<file path="src/hw/rtl/bbsa_ffs.sv">
// Find-first-set encoder: index of the lowest set bit of a vector.
// Depends on nothing; instanced by the allocator top level.
module bbsa_ffs #(
    parameter int W = 64
) (
    input  logic [W-1:0]                  i_vec,
    output logic [((W > 1) ? $clog2(W) : 1)-1:0] o_idx,
    output logic                          o_any
);
    localparam int IW = (W > 1) ? $clog2(W) : 1;

    logic [W-1:0] iso;

    // Isolate the lowest set bit with a two's complement add.
    assign iso   = i_vec & (~i_vec + W'(1));
    assign o_any = |i_vec;

    // Encode the one-hot word: each index bit ORs the positions that carry it.
    always_comb begin
        o_idx = '0;
        for (int k = 0; k < IW; k++) begin
            for (int i = 0; i < W; i++) begin
                if (((i >> k) & 1) == 1) begin
                    o_idx[k] = o_idx[k] | iso[i];
                end
            end
        end
    end

endmodule

</file>
<file path="config.mk">
export PLATFORM = sky130hd
export DESIGN_NAME = bbsa_ffs
export DESIGN_NICKNAME = d
export VERILOG_FILES = /design/src/hw/rtl/bbsa_ffs.sv
export SDC_FILE = /design/constraint.sdc
export NUM_CORES = 1
export LEC_CHECK = 0
export BUFFER_PORTS_ARGS = -buffer_cell sky130_fd_sc_hd__buf_2
export CAP_MARGIN = 20
export CORE_MARGIN = 5
export CORE_UTILIZATION = 48
export DETAILED_ROUTE_END_ITERATION = 8
export PLACE_DENSITY_LB_ADDON = 0.08
export SLEW_MARGIN = 20
export SYNTH_ARGS = -nofsm -noshare
export SYNTH_HDL_FRONTEND = slang
export SYNTH_SLANG_ARGS = --single-unit
</file>
<file path="constraint.sdc">
create_clock -name vclk -period 2.18
set_input_delay 0 -clock vclk [all_inputs]
set_output_delay 0 -clock vclk [all_outputs]
set_load 0.02 [all_outputs]
</file>
* After elaboration in Yosys (flattened, before gate mapping)
Index checks and enable logic that the tools add are counted.
** Cells by class
- Add/sub/neg operators :: 1
- $mul :: 0
- Div/mod/pow operators :: 0
- $lt $le $gt $ge :: 0
- Equality and inequality tests :: 0
- Shifts and indexed selects :: 0
- Mux-type cells :: 0
- Bitwise gates (word level) :: 188
- Reductions and logical operators :: 1
** Operators with widths (number)
- $or A1 B1 Y1 :: 186
- $add A64 B1 Y64 const B :: 1
- $and A64 B64 Y64 :: 1
- $not A64 Y64 :: 1
- $reduce_or A64 Y1 :: 1
** Word-level totals
- Bits in registers :: 0
- Bits in latches :: 0
- Bits in writable memories :: 0
- Memory bits (read-only) :: 0
- Input bits :: 64
- Output and inout bits :: 7
- Word-level logic and storage cells :: 190
- Memories :: 0

* Logic depth before layout (Yosys ltp)
- Depth in word-level cells :: 34
- Gate-level depth with buffers :: 7
- Mapped depth without buffers :: 7

* Worst setup path before layout
OpenSTA, ideal clock, no wires.
- Kind :: input to output
- Start point :: input i_vec[13]
- End point :: output o_idx[4] (netlist bit)
- Arrival time :: 2.117 ns
- Data required time :: 2.180 ns
- Slack :: 0.063 ns
- Stages on the path :: 7
- Path buffers :: 0
- Path through :: or4_4 or3_4 or3_4 or3_4 nor3_2 nor4_1 nand4_1
** On the way
- Cells in the longest elaborated chain, start to end :: 34
** Ends and longest elaborated chain
- start: declaration :: line 6 : input logic [W-1:0] i_vec,
- $not A64 Y64 * :: line 15 : assign iso = i_vec & (~i_vec + W'(1));
- $add A64 B1 Y64 * :: line 15
- $and A64 B64 Y64 * :: line 15
- $or A1 B1 Y1 (30 in series) :: line 24 : o_idx[k] = o_idx[k] | iso[i];
- $or A1 B1 Y1 * :: line 24
- end: declaration :: line 7 : output logic [((W > 1) ? $clog2(W) : 1)-1:0] o_idx,
Every way passes the cells marked *; elsewhere a longest branch is shown, timed or not.

* Worst setup path in the final report
- Start point :: input i_vec[12]
- End point :: output o_idx[4] (netlist bit)
Same word-level chain as after synthesis.

==> flow_summary.yaml <==
timing:
  hold_viol_final: 0
  rsz0062_at_grt: "yes"
  fmax_ghz: 0.433
  setup_slack_ps: -128
  fin_setup_tns_ps: -533
  drv_slew: 0
  setup_viol_count_final: 6
  max-slew-margin-rel_pct: 65.3
  period_minus_slack_ps: 2310
  finalCritPeriodShare_pct: 106
  tightest_slew_ps: 517
synth:
  synthCells: 228
  synth_top_area_share_pct: 9.98
  synth_top_area_cell: "nor2_1"
  syn_area_per_cell_um2: 5.77
  yosys-top-cells-area: "nor2_1 (10%), nor3_1 (9.9%), nand3_1 (6.8%), nor4_1 (6.7%), a21oi_1 (6.1%)"
  synth_nets: 292
  ys_seq_area_share_pct: 0
  yosys.cell_types.count: 45
  yosysWarnings: 0
  syn_area_um2: 1320
final_layout:
  syn_to_final_growth_pct: 58.6
  drive_gt1_share_pct: 38.9
  diodes: 0
  regArea_um2: 0
  layout_common_cells: "buf_2 (64), buf_4 (39), nor2_1 (35), nor3_1 (25), nand2_1 (19)"
  fill_cells: 256
  nets: 400
  post-route-util_pct: 77.7
  final_common_cell: "buf_2"
  nClkBuffers: 0
  seq_cell_count: 0
floorplan:
  die_height_um: 62.4
  start_util_pct: 49.0
  coreArea_um2: 2690
  dieWidth_um: 62.4
  io_pins: 71
  num_rows: 19
  die-area_um2: 3890
place:
  dp_hpwl_um: 4610
  gp_congestion: 0.994
  place.port_buffers: 71
setup_path:
  cp_cell_sequence: "buf_2 > or4_4 > or3_4 > or3_4 > or3_4 > nor3_4 > nor4_2 > nand4_1 > buf_4"
  cpMostUsedCell: "or3_4"
  max_stage_delay_ps: 520
  arrival_ps: 2310
  crit_type: "in -> out"
  crit_path_end_kind: "output pin"
  critPathLaunchType: "input port"
  cp_slowest_cell: "or4_4"
  cp.required_ps: 2180
  crit_fanout: 5
global_route:
  grt_usage_pct: 25.6
  grt_max_degree: 8
  gr-total-overflow: 0
  grt_pass1_wl_um: 8840
  antenna_found_initial: 0
  grt_pass1_vias: 2083
hold_path:
  min_path_cells: 3
  min_path_type: "in -> out"
power_and_ir_drop:
  ir_drop_v: 0.000102
  p_leak_nw: 0.889
  powerDensity_nw_per_um2: 105
outcome:
  violations: "setup timing"
  status: "finished with violations"
drt:
  wl_um: 5640
  dr_total_vias: 2330
  wl_per_cell_um: 15.4
  drt_iter0_drc: 210
  viasPerCell: 6.38
  antenna_violating_nets_post_route: 0
  first_pass_iters: 5
  drc_errors: 0
clock_tree:
  cts_hold_buf: 0
flow_run:
  maxCapViolations: 0
[per-layer routing]
layer / vias up / track usage, % / share of wire [%]
met5: - / 0 / 0
met4: 0 / 5.57 / 2.2
met1: 1046 / 32.8 / 39
met2: 133 / 45.9 / 50
li1: 1137 / - / -
met3: 14 / 2.52 / 8.9
[stage by stage]
step / instance area, µm² / setup slack (ps) / hold slack [ps] / total power [mW] / std cells
6_report: 2090 / -128 / 363 / 0.218 / 365
5_1_grt: 2090 / -218 / 374 / 0.238 / 365
4_1_cts: 2030 / -137 / 346 / 0.210 / 365
3_5_place_dp: 1970 / -206 / 340 / 0.204 / 364
3_3_place_gp: 1970 / -169 / 337 / 0.202 / 364
2_1_floorplan: 1320 / 62.8 / 186 / 0.0710 / 228
[cell families (layout without fill, tap and decap cells)]
logic type	Yosys count	in the layout	synth area share, %
AND/OR/NAND/NOR	162	162	68.5
AO/OA/AOI/OAI	56	56	28.6
buffers and inverters	10	116	2.85
[path summary, 6_finish.rpt]
kind	start	to	slack (ps)
setup / recovery	i_vec[12]	o_idx[4]	-130
hold / removal	i_vec[63]	o_any	360
[cells in the mapped netlist]
cell      count
nor2b_1       2
nor3_2        2
or3_1         4
o21bai_1      2
nor3b_1       1
o32ai_1       1
nor4b_1       4
o221ai_1      2
nor2_1       35
inv_1        10
a21o_1        2
a41oi_1       2
a21boi_0      1
nand4_1      10
and3_1        2
o21a_1        1
nand2_1      19
o31ai_1       1
or2_1         1
nor4_4        1
nand3_1      18
a22oi_1       1
nor4_1       14
nor4bb_1      1
or4_4         1
or3b_2        1
o211ai_1      5
o22a_1        1
nand3b_1      3
a22o_1        1
a2111o_1      2
o22ai_1       4
or3_4         3
a21oi_1      16
nor3_1       26
o41ai_1       1
a32oi_1       1
and2_1        3
a31oi_1       4
o21ai_1       1
a221oi_1      2
and4b_1       2
or4_1         6
o21ai_0       5
or2_2         3
[layout make-up]
class,instances,area (µm²),share of cell area (%)
Timing Repair Buffer,106,647,31.0
Tap cell,31,38.8,1.86
Multi-Input combinational cell,218,1360,65.3
Inverter,10,37.5,1.80
[critical path, delay by kind of cell]
family / cells / cell delay [ps]
AND/OR/NAND/NOR: 7 / 2040
buffers and inverters: 2 / 270
[timing repair]
item | CTS | global route
setup buffers | 1 | 0
setup endpoints to repair | 6 | 7
pin swaps | 11 | 3
resized for setup | 14 | 10
[power breakdown]
part	internal [mW]	switching (mW)
combinational	0.0985	0.120
sequential	0	0
clock	0	0
total	0.0985	0.120
Note: power is estimated with default switching activity, not from simulation.
